[src/radix64_comment_payload_decoder_top_assert.svh]
// ----------------------------------------------------------------------------
// Assertion macros for the radix-64 comment payload decoder
// Short forms for the clocked checks at the end of the top level.
// ----------------------------------------------------------------------------
`ifndef RADIX64_COMMENT_PAYLOAD_DECODER_TOP_ASSERT_SVH
`define RADIX64_COMMENT_PAYLOAD_DECODER_TOP_ASSERT_SVH

// Same-cycle implication, checked outside reset.
`define R64CPD_ASSERT_SAME(label, ante, cons) \
   label: assert property (@(posedge clock) disable iff (reset) (ante) |-> (cons)) \
      else $error("decoder check failed");

// Next-cycle implication, checked outside reset.
`define R64CPD_ASSERT_NEXT(label, ante, cons) \
   label: assert property (@(posedge clock) disable iff (reset) (ante) |=> (cons)) \
      else $error("decoder check failed");

`endif

[src/r64cpd_pkg.sv]
// ----------------------------------------------------------------------------
// r64cpd_pkg
// Types, character codes and the digit table of the comment payload decoder.
// ----------------------------------------------------------------------------
`default_nettype none

package r64cpd_pkg;

   typedef enum logic [1:0] {
      MODE_IDLE    = 2'd0,
      MODE_BLANKS  = 2'd1,
      MODE_COMMENT = 2'd2
   } mode_type;

   typedef enum logic [2:0] {
      TAG_WANT_F     = 3'd0,
      TAG_WANT_W     = 3'd1,
      TAG_WANT_COLON = 3'd2,
      TAG_DECODING   = 3'd3,
      TAG_STOPPED    = 3'd4
   } tag_type;

   typedef enum logic [1:0] {
      STATUS_CONTINUE = 2'd0,
      STATUS_END      = 2'd1,
      STATUS_ERROR    = 2'd2
   } status_type;

   localparam logic [7:0] CHAR_SPACE = 8'h20;
   localparam logic [7:0] CHAR_TAB   = 8'h09;
   localparam logic [7:0] CHAR_CR    = 8'h0D;
   localparam logic [7:0] CHAR_LF    = 8'h0A;
   localparam logic [7:0] CHAR_HASH  = 8'h23;
   localparam logic [7:0] CHAR_TAG0  = 8'h46;
   localparam logic [7:0] CHAR_TAG1  = 8'h57;
   localparam logic [7:0] CHAR_COLON = 8'h3A;
   localparam logic [7:0] CHAR_DIG0  = 8'h30;
   localparam logic [7:0] CHAR_DIG9  = 8'h39;
   localparam logic [7:0] CHAR_UPA   = 8'h41;
   localparam logic [7:0] CHAR_UPZ   = 8'h5A;
   localparam logic [7:0] CHAR_LOA   = 8'h61;
   localparam logic [7:0] CHAR_LOZ   = 8'h7A;
   localparam logic [7:0] CHAR_DOT   = 8'h2E;
   localparam logic [7:0] CHAR_SLASH = 8'h2F;

   localparam logic [5:0] UPPER_BASE = 6'd10;
   localparam logic [5:0] LOWER_BASE = 6'd36;
   localparam logic [5:0] DOT_VALUE  = 6'd62;
   localparam logic [5:0] SLASH_VALUE = 6'd63;

   typedef struct packed {
      mode_type   mode;
      tag_type    tag;
      logic [1:0] phase;
      logic [5:0] d0;
      logic [5:0] d1;
      logic [5:0] d2;
   } dec_state_type;

   typedef struct packed {
      logic [7:0] byte_hi;
      logic [7:0] byte_mid;
      logic [7:0] byte_lo;
      logic       bytes_ready;
      status_type status;
   } dec_result_type;

   function automatic logic is_blank(input logic [7:0] c);
      return (c == CHAR_SPACE) || (c == CHAR_TAB) || (c == CHAR_CR) || (c == CHAR_LF);
   endfunction

   // Returns {valid, value}; valid is low for characters outside the alphabet.
   function automatic logic [6:0] digit_value(input logic [7:0] c);
      logic [7:0] diff;
      diff = 8'd0;
      if ((c >= CHAR_DIG0) && (c <= CHAR_DIG9)) begin
         diff = c - CHAR_DIG0;
         return {1'b1, diff[5:0]};
      end else if ((c >= CHAR_UPA) && (c <= CHAR_UPZ)) begin
         diff = c - CHAR_UPA;
         return {1'b1, diff[5:0] + UPPER_BASE};
      end else if ((c >= CHAR_LOA) && (c <= CHAR_LOZ)) begin
         diff = c - CHAR_LOA;
         return {1'b1, diff[5:0] + LOWER_BASE};
      end else if (c == CHAR_DOT) begin
         return {1'b1, DOT_VALUE};
      end else if (c == CHAR_SLASH) begin
         return {1'b1, SLASH_VALUE};
      end
      return 7'd0;
   endfunction

endpackage

`default_nettype wire

[src/r64cpd_step.sv]
// ----------------------------------------------------------------------------
// r64cpd_step
// Next-state and result logic for one character of the separator region.
// ----------------------------------------------------------------------------
`default_nettype none

module r64cpd_step
   import r64cpd_pkg::*;
(
   input  wire dec_state_type  cur_state,
   input  wire logic [7:0]     char_code,
   input  wire logic           first_of_region,
   input  wire logic           end_of_input,
   output dec_state_type       next_state,
   output dec_result_type      result
);

   logic       start;
   logic       blank;
   logic [6:0] dig;
   mode_type   mode_eff;

   always_comb begin
      start = first_of_region ||
              ((cur_state.mode != MODE_BLANKS) && (cur_state.mode != MODE_COMMENT));
      blank = is_blank(char_code);
      dig   = digit_value(char_code);

      next_state = cur_state;
      result     = '0;
      result.status = STATUS_CONTINUE;
      mode_eff   = cur_state.mode;

      if (start) begin
         next_state.phase = 2'd0;
         mode_eff = MODE_BLANKS;
      end

      if (start && (end_of_input || (!blank && (char_code != CHAR_HASH)))) begin
         // A region must open with a blank or a comment.
         next_state.mode = MODE_IDLE;
         result.status   = STATUS_ERROR;
      end else if (mode_eff == MODE_BLANKS) begin
         next_state.mode = MODE_BLANKS;
         if (end_of_input) begin
            next_state.mode = MODE_IDLE;
            result.status   = STATUS_END;
         end else if (blank) begin
            next_state.mode = MODE_BLANKS;
         end else if (char_code == CHAR_HASH) begin
            next_state.mode = MODE_COMMENT;
            next_state.tag  = TAG_WANT_F;
         end else begin
            next_state.mode = MODE_IDLE;
            result.status   = STATUS_END;
         end
      end else if (end_of_input) begin
         next_state.mode = MODE_IDLE;
         result.status   = STATUS_END;
      end else if ((char_code == CHAR_LF) || (char_code == CHAR_CR)) begin
         next_state.mode = MODE_BLANKS;
      end else begin
         case (cur_state.tag)
            TAG_WANT_F: begin
               if (char_code == CHAR_TAG0) begin
                  next_state.tag = TAG_WANT_W;
               end
            end
            TAG_WANT_W: begin
               next_state.tag = (char_code == CHAR_TAG1) ? TAG_WANT_COLON : TAG_STOPPED;
            end
            TAG_WANT_COLON: begin
               next_state.tag = (char_code == CHAR_COLON) ? TAG_DECODING : TAG_STOPPED;
            end
            TAG_DECODING: begin
               if (!dig[6]) begin
                  next_state.tag = TAG_STOPPED;
               end else begin
                  case (cur_state.phase)
                     2'd0: begin
                        next_state.d0    = dig[5:0];
                        next_state.phase = 2'd1;
                     end
                     2'd1: begin
                        next_state.d1    = dig[5:0];
                        next_state.phase = 2'd2;
                     end
                     2'd2: begin
                        next_state.d2    = dig[5:0];
                        next_state.phase = 2'd3;
                     end
                     default: begin
                        result.byte_hi     = {cur_state.d0, cur_state.d1[5:4]};
                        result.byte_mid    = {cur_state.d1[3:0], cur_state.d2[5:2]};
                        result.byte_lo     = {cur_state.d2[1:0], dig[5:0]};
                        result.bytes_ready = 1'b1;
                        next_state.phase   = 2'd0;
                     end
                  endcase
               end
            end
            default: begin
               next_state.tag = cur_state.tag;
            end
         endcase
      end
   end

endmodule

`default_nettype wire

[src/radix64_comment_payload_decoder_top.sv]
// ----------------------------------------------------------------------------
// radix64_comment_payload_decoder_top
// Decodes radix-64 payload digits out of tagged comment lines, one character
// per word, and reports where the separator region ends.
// ----------------------------------------------------------------------------
//
//   Channel  Direction  Handshake          Word contents
//   req_     in         req_valid/ready    char_code, first_of_region, end_of_input
//   rsp_     out        rsp_valid/ready    byte_hi, byte_mid, byte_lo,
//                                          bytes_ready, region_status
//
// Every request word yields exactly one response word; it passes through the
// input register and then the response register.
// Throughput is one word per cycle while the response side is not stalled: the
// decode state is updated in the same cycle that a word moves from the input register into the response register.
// A stalled response holds in its register while one more word waits in the
// input register; req_ready drops only when both are full.
// Reset is synchronous and active high; it empties both registers and returns
// the decoder to idle with the digit phase and held digits cleared.
// ----------------------------------------------------------------------------
`default_nettype none

`include "radix64_comment_payload_decoder_top_assert.svh"

module radix64_comment_payload_decoder_top
   import r64cpd_pkg::*;
(
   input  wire logic       clock,
   input  wire logic       reset,

   input  wire logic       req_valid,
   output logic            req_ready,
   input  wire logic [7:0] req_char_code,
   input  wire logic       req_first_of_region,
   input  wire logic       req_end_of_input,

   output logic            rsp_valid,
   input  wire logic       rsp_ready,
   output logic [7:0]      rsp_byte_hi,
   output logic [7:0]      rsp_byte_mid,
   output logic [7:0]      rsp_byte_lo,
   output logic            rsp_bytes_ready,
   output logic [1:0]      rsp_region_status
);

   // Input register: holds one accepted word until the response side has room.
   logic           in_valid_ff, in_valid_in;
   logic [7:0]     in_char_ff;
   logic           in_first_ff;
   logic           in_eoi_ff;

   // Response register.
   logic           out_valid_ff, out_valid_in;
   dec_result_type out_result_ff;

   // Decoder state, advanced once per word.
   dec_state_type  state_ff;
   dec_state_type  state_in;
   dec_result_type step_result;

   logic           advance;
   logic           req_take;

   // A word leaves the input register when the response register is empty or
   // is being emptied in this cycle.
   assign advance   = in_valid_ff && (!out_valid_ff || rsp_ready);
   assign req_ready = !in_valid_ff || advance;
   assign req_take  = req_valid && req_ready;

   assign in_valid_in  = req_take || (in_valid_ff && !advance);
   assign out_valid_in = advance || (out_valid_ff && !rsp_ready);

   r64cpd_step u_step (
      .cur_state       (state_ff),
      .char_code       (in_char_ff),
      .first_of_region (in_first_ff),
      .end_of_input    (in_eoi_ff),
      .next_state      (state_in),
      .result          (step_result)
   );

   always_ff @(posedge clock) begin
      if (reset) begin
         in_valid_ff  <= 1'b0;
         out_valid_ff <= 1'b0;
         state_ff     <= '{mode: MODE_IDLE, tag: TAG_WANT_F, phase: 2'd0,
                           d0: 6'd0, d1: 6'd0, d2: 6'd0};
      end else begin
         in_valid_ff  <= in_valid_in;
         out_valid_ff <= out_valid_in;
         if (advance) begin
            state_ff <= state_in;
         end
      end
   end

   // Payload registers carry no reset.
   always_ff @(posedge clock) begin
      if (req_take) begin
         in_char_ff  <= req_char_code;
         in_first_ff <= req_first_of_region;
         in_eoi_ff   <= req_end_of_input;
      end
      if (advance) begin
         out_result_ff <= step_result;
      end
   end

   assign rsp_valid         = out_valid_ff;
   assign rsp_byte_hi       = out_result_ff.byte_hi;
   assign rsp_byte_mid      = out_result_ff.byte_mid;
   assign rsp_byte_lo       = out_result_ff.byte_lo;
   assign rsp_bytes_ready   = out_result_ff.bytes_ready;
   assign rsp_region_status = out_result_ff.status;

   // Decoded bytes only come with a continuing region.
   `R64CPD_ASSERT_SAME(a_bytes_only_continue, rsp_valid && rsp_bytes_ready,
      rsp_region_status == STATUS_CONTINUE)

   // Without decoded bytes the byte fields read as zero.
   `R64CPD_ASSERT_SAME(a_bytes_zero_when_idle, rsp_valid && !rsp_bytes_ready,
      (rsp_byte_hi == 8'd0) && (rsp_byte_mid == 8'd0) && (rsp_byte_lo == 8'd0))

   // A word that leaves the input register shows up as a response next cycle.
   `R64CPD_ASSERT_NEXT(a_advance_fills_rsp, advance, rsp_valid)

   // Ending or failing a region always leaves the decoder idle.
   `R64CPD_ASSERT_NEXT(a_end_goes_idle,
      advance && (step_result.status != STATUS_CONTINUE),
      state_ff.mode == MODE_IDLE)

endmodule

`default_nettype wire
[config.mk]
export PLATFORM = sky130hd
export DESIGN_NAME = radix64_comment_payload_decoder_top
export DESIGN_NICKNAME = d
export VERILOG_FILES = /design/src/r64cpd_pkg.sv /design/src/r64cpd_step.sv /design/src/radix64_comment_payload_decoder_top.sv
export VERILOG_INCLUDE_DIRS = /design/src /design/src/src
export SDC_FILE = /design/constraint.sdc
export NUM_CORES = 1
export LEC_CHECK = 0
export ABC_AREA = 0
export BUFFER_PORTS_ARGS = -buffer_cell sky130_fd_sc_hd__clkbuf_2
export CAP_MARGIN = 30
export CORE_MARGIN = 2
export CORE_UTILIZATION = 60
export CTS_CLUSTER_SIZE = 24
export DETAILED_ROUTE_END_ITERATION = 6
export GPL_ROUTABILITY_DRIVEN = 0
export PLACE_DENSITY = 0.82
export SLEW_MARGIN = 20
export SYNTH_ARGS = -nofsm -noshare
export SYNTH_HDL_FRONTEND = slang
export SYNTH_SLANG_ARGS = --single-unit
[constraint.sdc]
create_clock -name clock -period 7.68 [get_ports clock]
set_input_delay 1.536 -clock clock [delete_from_list [all_inputs] [get_ports clock]]
set_output_delay 1.536 -clock clock [all_outputs]
set_load 0.02 [all_outputs]
==> results of run 1 <==
## where the power goes
part | switching (mW) | internal (mW) | leakage, nW
combinational | 0.0412 | 0.0222 | 0.710
sequential | 0.00951 | 0.373 | 0.551
clock | 0.140 | 0.186 | 0.107
total | 0.190 | 0.581 | 1.37
## registers in the layout, summed over array words and instances (netlist names)
signal	count
in_char_ff	8
in_eoi_ff	1
in_first_ff	1
in_valid_ff	1
rsp_byte_hi	8
rsp_byte_lo	8
rsp_byte_mid	8
rsp_bytes_ready	1
rsp_region_status	2
rsp_valid	1
state_ff	25
## through the flow
step / hold slack, ns / util [%] / cells
after global placement: 0.4676 / 66.00 / 416
after CTS: 0.4874 / 70.12 / 432
after floorplan: 0.4515 / - / 313
after global routing: 0.5033 / 70.12 / 432
final: 0.4884 / 70.12 / 432
after detailed placement: 0.4694 / 66.00 / 416
## worst max-delay path, stage by stage
cell and delay, ns:
clkbuf_2 0.08, nor2b_1 0.20, nand2_1 0.10, clkbuf_2 0.16
## Yosys cell counts (5+ instances only)
cell,n
nand2b_1,16
nor3_1,6
o22ai_1,10
nand2_1,10
nor2_1,31
mux2i_1,7
ha_1,13
and2_1,23
nand3_1,7
a21oi_1,8
dfxtp_1,27
a211oi_1,7
clkbuf_1,8
o21ai_0,8
nor2b_1,5
edfxtp_1,37
inv_1,11
## logic make-up (layout without fill, tap and decap cells)
| logic type | count (synthesis) | in the layout | synth area share, % |
|---|---|---|---|
| xor gates and xnor gates | 5 | 5 | 1.302 |
| adders and majority gates | 13 | 13 | 4.836 |
| DFF | 64 | 64 | 49.11 |
| AOI/OAI and AO/OA | 75 | 75 | 17.67 |
| buffers and inverters | 23 | 70 | 2.976 |
| and+or+nand+nor | 125 | 125 | 21.69 |
| muxes | 8 | 8 | 2.418 |
## area by class of cell
type	instances	area [µm²]	area share [%]
well taps	72	90.09	2.348
clock inverters	7	101.3	2.641
inverters	11	41.29	1.076
clock buffers	9	123.9	3.228
repair buffers	43	217.7	5.673
flip-flops and latches	64	1652	43.04
multi-input cells	226	1612	42.00
## final timing paths
kind | endpoint | slack [ns] | cells past startpoint
setup reg to reg | rsp_byte_mid[2]$_SDFFCE_PP0P_ | 4.53 | 8
setup / recovery | req_ready | 4.07 | 4
hold / removal | state_ff[17]$_SDFFE_PP0P_ | 0.49 | 2
hold reg to reg | state_ff[17]$_SDFFE_PP0P_ | 0.49 | 2
## cells in the final DEF (no fill, tap or decap), drive strengths merged, types with 9 or more instances in the layout
cell    synthesis  final
clkbuf          8     51
edfxtp         37     37
nor2           32     32
dfxtp          27     27
and2           23     23
nand2b         16     16
inv            11     14
ha             13     13
o21ai          12     12
nand2          10     10
o22ai          10     10
a21oi           9      9
## routing by layer
layer,global-route usage (%),share of wire [%],vias to the layer above
li1,-,-,1252
met4,9.655,2.1,0
met5,0,0,-
met3,4.091,4.7,13
met2,39.83,51,74
met1,27.22,42,1169
==> metrics.txt, run 1 <==
syn_area_per_cell 10.75 µm²; clk slew on worst S/H paths 0.07 ns; slew margin rel. 54.87%; Routed Wire Length 6442 µm; Yosys top cell area share 33.04%; Mapped Nets 340; Max-Cap Viols 0; share of the yosys chip area belonging to registers 49.11%; Synth Register Bits 64; Setup WS post-layout 4.071 ns; power density cells 200.9 mW/mm²; worst-margin pin slew 0.6720 ns; Tot Pwr 0.7711 mW; crit path DAT 2.07 ns; RSZ-0062 raised after global routing no; CTS buffer count 9; crit share post-route 46.99%; clock root buffer clkbuf_8; Synth cell types 66; ranking of synthesized cells by area edfxtp_1, dfxtp_1, ha_1; DIE AREA 0.006220 mm²; Reg-to-Reg Start in_char_ff[0]$_DFFE_PP_; Peak Freq 0.2771 GHz; synthesized netlist cell count 313; leakage 1.367 nW; hold buffer count at cts 0; Die H 78.87 µm; clk_lat worst skew 0.35 ns; worst path required time 6.14 ns; H-tree Lvls 3; vias in the first global route 2,336; Setup crit start kind input port; drt initial violations 145; DR vias/cell 5.806; DP Worst Slack 4.060 ns; crit-path max FO 4; first-pass GRT wire length 10,840 µm; status complete, no violations; number of gates resized after CTS 0; layout overhead on the synthesized area 14.10%; port bufs 42; GR Overflow Total 0; Fillers 424; Die Wd 78.87 µm; Area after DPL 0.003612 mm²; CTS tree built; clk sinks 64; worst hold path type flop to flop; endpoints failing setup 0; area leader, netlist edfxtp_1; number of flops mapped to enable cells by yosys 37; Setup CP Type input port to output pin; ant diodes 0; Top FF cell, synth edfxtp_1; per-cell routed wire length 14.91 µm; hold wc startpoint state_ff[17]$_SDFFE_PP0P_; Post-Syn Area 0.003363 mm²; I/O pin cnt 43; fraction of registers with async set/reset 0%; # DRC 0; layout cells sized above 1 19.72%; Peak supply drop 0.1552 mV; # nets final 382; Initial Util 61.45%; Core Region 0.005473 mm²; setup_tns 0 ns; Finished Cell Area 0.003837 mm²; drt first pass iters 4; dpl hpwl 4659 µm; vias 2,508; Clock Path Buffers 2; Ys Warns 0; Post-DRT Antenna Nets 0; max-slew violations 0; Worst Setup End Kind output pin; clock skew 0.01028 ns; Final Hold Viols 0; largest net degree at the start of global routing 34; initial antenna violation count 0; post-CTS setup buffers 0; Setup crit start rsp_ready; min cycle time layout 3.609 ns; Overall Global Routing Usage 22.60%; row cnt 27
Power figures use the tool's default switching activity.
==> run 2, diff against run 1 <==
Settings changed: CORE_UTILIZATION 60 to 52, PLACE_DENSITY 0.82 to 0.76.
Clock period 7.68 ns to 3.1 ns, I/O delays scaled along.
==> run 2 against run 1 <==
Via count is 2.0% higher. Global-route usage is 1.9 points lower. Critical path type is now flop to flop. Clock power is 140% higher.
==> metrics.txt, run 2 (synthesis gave the netlist of run 1 again) <==
clk sinks 64; power density cells 483.9 mW/mm²; Routed Wire Length 6974 µm; status complete, no violations; layout overhead on the synthesized area 17.37%; largest net degree at the start of global routing 34; DR vias/cell 5.708; Peak supply drop 0.3318 mV; DIE AREA 0.007127 mm²; # nets final 393; Peak Freq 0.3473 GHz; I/O pin cnt 43; port bufs 42; layout cells sized above 1 22.37%; leakage 1.427 nW; RSZ-0062 raised after global routing no; P_sw 0.4684 mW; clock skew 0.01299 ns; vias in the first global route 2,468; GR Overflow Total 0; clock power share 41.3%; Max-Cap Viols 0; Final Hold Viols 0; initial antenna violation count 0; clk_lat worst skew 0.35 ns; max-slew violations 0; Die H 84.42 µm; Tot Pwr 1.910 mW; crit path DAT 3.15 ns; Worst Setup End Kind flop; first-pass GRT wire length 11,610 µm; slew margin rel. 61.70%; dpl hpwl 4911 µm; Fillers 527; # DRC 0; CTS buffer count 9; Reg power frac 49.2%; commonest non-fill, non-tap cell in the layout clkbuf_2; per-cell routed wire length 15.57 µm; H-tree Lvls 3; worst-margin pin slew 0.5745 ns; P_int 1.442 mW; Die Wd 84.42 µm; drt first pass iters 5; drt initial violations 132; CTS tree built; Setup CP Type flop to flop; crit share post-route 92.87%; vias 2,557; clk slew on worst S/H paths 0.07 ns; Comb pwr share 9.4%; clock root buffer clkbuf_8; Clock Path Buffers 2; min cycle time layout 2.879 ns; Overall Global Routing Usage 20.71%; commonest non-fill, non-tap cells in the layout clkbuf_2, edfxtp_1, nor2_1; setup_tns 0 ns; crit-path max FO 10; Post-DRT Antenna Nets 0; Core Region 0.006314 mm²; Hold Slack 0.4444 ns; worst path required time 3.37 ns; ant diodes 0; worst hold path type input port to flop; Switching Share 24.52%; number of flip-flops under the largest register name 25; Largest Register state_ff; Setup crit start kind flop; endpoints failing setup 0; Initial Util 53.27%; row cnt 29
==> run 2: cell types whose count changed in the layout (fill, tap and decap cells not counted), moves of 2 or more <==
| cell | previous run | this run |
|---|---|---|
| buf_4 | 1 | 12 |
| a31oi_4 | 0 | 2 |
| a31oi_2 | 3 | 1 |
| clkinvlp_4 | 2 | 0 |
| clkinv_4 | 0 | 2 |
| inv_6 | 3 | 1 |
==> run 2: power groups by stage <==
stage / Clock [mW] / Combinational [mW] / Sequential, mW
floorplan: 0 / 0.0952 / 0.979
global placement: 0 / 0.172 / 0.957
detailed placement: 0 / 0.174 / 0.959
CTS: 0.799 / 0.175 / 0.941
global route: 0.847 / 0.195 / 0.944
finish: 0.789 / 0.180 / 0.941
==> run 2: what timing repair did <==
action,4_1_cts,5_1_grt
gates resized for setup,0,4
hold buffers,0,0
setup endpoints to repair,0,12
buffers inserted,0,2
==> run 2: final timing paths <==
kind / from / to / slack, ns / cells past startpoint
worst min register to register: state_ff[17]$_SDFFE_PP0P_ / state_ff[17]$_SDFFE_PP0P_ / 0.48 / 2
worst max register to register: in_char_ff[1]$_DFFE_PP_ / state_ff[22]$_SDFFE_PP0P_ / 0.22 / 9
worst max-delay path: in_char_ff[1]$_DFFE_PP_ / state_ff[22]$_SDFFE_PP0P_ / 0.22 / 9
worst min-delay path: req_char_code[6] / in_char_ff[6]$_DFFE_PP_ / 0.44 / 1
==> run 2: area by class of cell <==
| cell class | count | area [µm²] | share of cell area, % |
|---|---|---|---|
| well taps | 77 | 96.34 | 2.441 |
| flip-flops and latches | 64 | 1652 | 41.84 |
| inverters | 11 | 41.29 | 1.046 |
| multi-input cells | 226 | 1639 | 41.52 |
| clock buffers | 9 | 123.9 | 3.138 |
| repair buffers | 54 | 300.3 | 7.607 |
| clock inverters | 7 | 95.09 | 2.409 |
==> run 2: critical path, stage by stage (launching register included) <==
cell and delay, ns:
edfxtp_1 0.53, inv_1 0.14, ha_1 0.26, or4b_4 0.53, a21boi_4 0.23, nor3_4 0.09
buf_4 0.16, o311a_4 0.39, or3_1 0.35, a21oi_1 0.13
==> run 2: metrics by stage <==
stage	setup WS, ns	utilization (%)	instances	cell area, µm²
finish	0.2209	62.52	448	3948
global route	0.03667	62.52	448	3948
CTS	0.1338	61.85	446	3905
detailed placement	0.1404	58.38	430	3686
global placement	0.2174	58.38	430	3686
floorplan	0.4319	-	313	3363
==> run 2: routing by layer <==
layer	GRT usage, %	vias up	wire (µm)
met1	26.16	1190	3060
met3	6.096	7	352
met5	0	-	0
met2	33.84	83	3479
li1	-	1277	-
met4	7.792	0	81
==> run 3, diff against run 2 <==
Settings changed: CORE_MARGIN 2 to 4, CORE_UTILIZATION 52 to 25, PLACE_DENSITY 0.76 to unset.
==> run 3 against run 2 <==
Sequential power is essentially flat. Hold slack improved by 0.023 ns. Global-route usage fell by 11 points. Register-to-register slack lost 0.02 ns. Routed wire length up 7.5%. Critical endpoint is now rsp_byte_hi[2]$_SDFFCE_PP0P_. Largest cell class unchanged. Largest power group is now clock.
==> metrics.txt, run 3 (synthesis gave the netlist of run 1 again) <==
clock skew 0.005031 ns; CTS tree built; Finished Cell Area 0.004180 mm²; Peak Freq 0.3453 GHz; power density cells 532.9 mW/mm²; Peak supply drop 0.1911 mV; # DRC 0; clk sinks 64; Area after DPL 0.003817 mm²; ant diodes 0; Initial Util 25.50%; DIE AREA 0.01537 mm²; Overall Global Routing Usage 10.02%; Worst Setup End Kind flop; drt initial violations 195; crit path DAT 2.98 ns; Die Wd 124.0 µm; clk slew on worst S/H paths 0.06 ns; worst path required time 3.18 ns; vias 2,558; clk_lat worst skew 0.33 ns; post-CTS setup buffers 0; row cnt 42; initial antenna violation count 0; Setup WS post-layout 0.2043 ns; largest net degree at the start of global routing 34; Max-Cap Viols 0; number of flip-flops under the largest register name 25; vias in the first global route 2,400; DR vias/cell 4.685; GR Overflow Total 0; first-pass GRT wire length 12,080 µm; status complete, no violations; min cycle time layout 2.896 ns; max-slew violations 0; clock root buffer clkbuf_16; worst hold path type input port to flop; Tot Pwr 2.228 mW; Final Hold Viols 0; leakage 1.469 nW; setup_tns 0 ns; fin cells 546; Setup crit start kind flop; Hold Slack 0.4677 ns; port bufs 42; final core occ 31.69%; layout cells sized above 1 22.16%; layout overhead on the synthesized area 24.29%; number of gates resized after CTS 0; Largest Register state_ff; slew margin rel. 61.73%; Die H 124.0 µm; I/O pin cnt 43; Post-DRT Antenna Nets 0; RSZ-0062 raised after global routing no; hold buffer count at cts 0; drt first pass iters 4; commonest non-fill, non-tap cell in the layout clkbuf_2; Clock Path Buffers 2; Core Region 0.01319 mm²; H-tree Lvls 3; dpl hpwl 5496 µm; endpoints failing setup 0; Setup CP Type flop to flop; DP Worst Slack 0.1711 ns; worst-margin pin slew 0.5740 ns; Routed Wire Length 7497 µm; Placed Cells 530; crit-path max FO 19; # nets final 392; CTS buffer count 9; commonest non-fill, non-tap cells in the layout clkbuf_2, edfxtp_1, nor2_1; crit share post-route 93.41%; per-cell routed wire length 13.73 µm
==> run 3: cell count changes in the layout (fill, tap and decap cells not counted), sizes merged <==
cell / change
buf: -1
==> run 3: routing by layer <==
layer	global-route usage, %	part of all wire (%)	up-vias
met5	0	0	-
met4	2.464	0.99	0
met3	2.861	6.3	10
met2	15.85	45	85
met1	13.55	47	1184
li1	-	-	1279
==> run 3: path summary, 6_finish.rpt <==
kind                                               start                      endpoint  depth (start not counted)  slack, ns
worst max-delay path             in_char_ff[1]$_DFFE_PP_  rsp_byte_hi[2]$_SDFFCE_PP0P_                          9       0.20
worst min-delay path                    req_char_code[7]       in_char_ff[7]$_DFFE_PP_                          1       0.47
worst max register to register   in_char_ff[1]$_DFFE_PP_  rsp_byte_hi[2]$_SDFFCE_PP0P_                          9       0.20
worst min register to register  state_ff[5]$_SDFFE_PP0P_      state_ff[5]$_SDFFE_PP0P_                          2       0.48
==> run 3: critical path, cell delays in order (launching register included) <==
cell	delay [ns]
edfxtp_1	0.51
inv_1	0.13
ha_1	0.26
or4b_4	0.53
a21boi_4	0.23
nor3_4	0.11
o311ai_4	0.46
nor4_4	0.05
buf_4	0.19
and2_1	0.17
==> run 3: power breakdown <==
part	internal, mW	leakage (nW)	switching [mW]
combinational	0.0652	0.758	0.118
sequential	0.924	0.551	0.0168
clock	0.712	0.160	0.392
==> run 3: cell type report <==
class	count	area (µm²)
Fill cell	1347	9010
Sequential cell	64	1652
Multi-Input combinational cell	226	1645
Timing Repair Buffer	53	292.8
Clock buffer	9	225.2
Tap cell	176	220.2
Clock inverter	7	103.9
Inverter	11	41.29
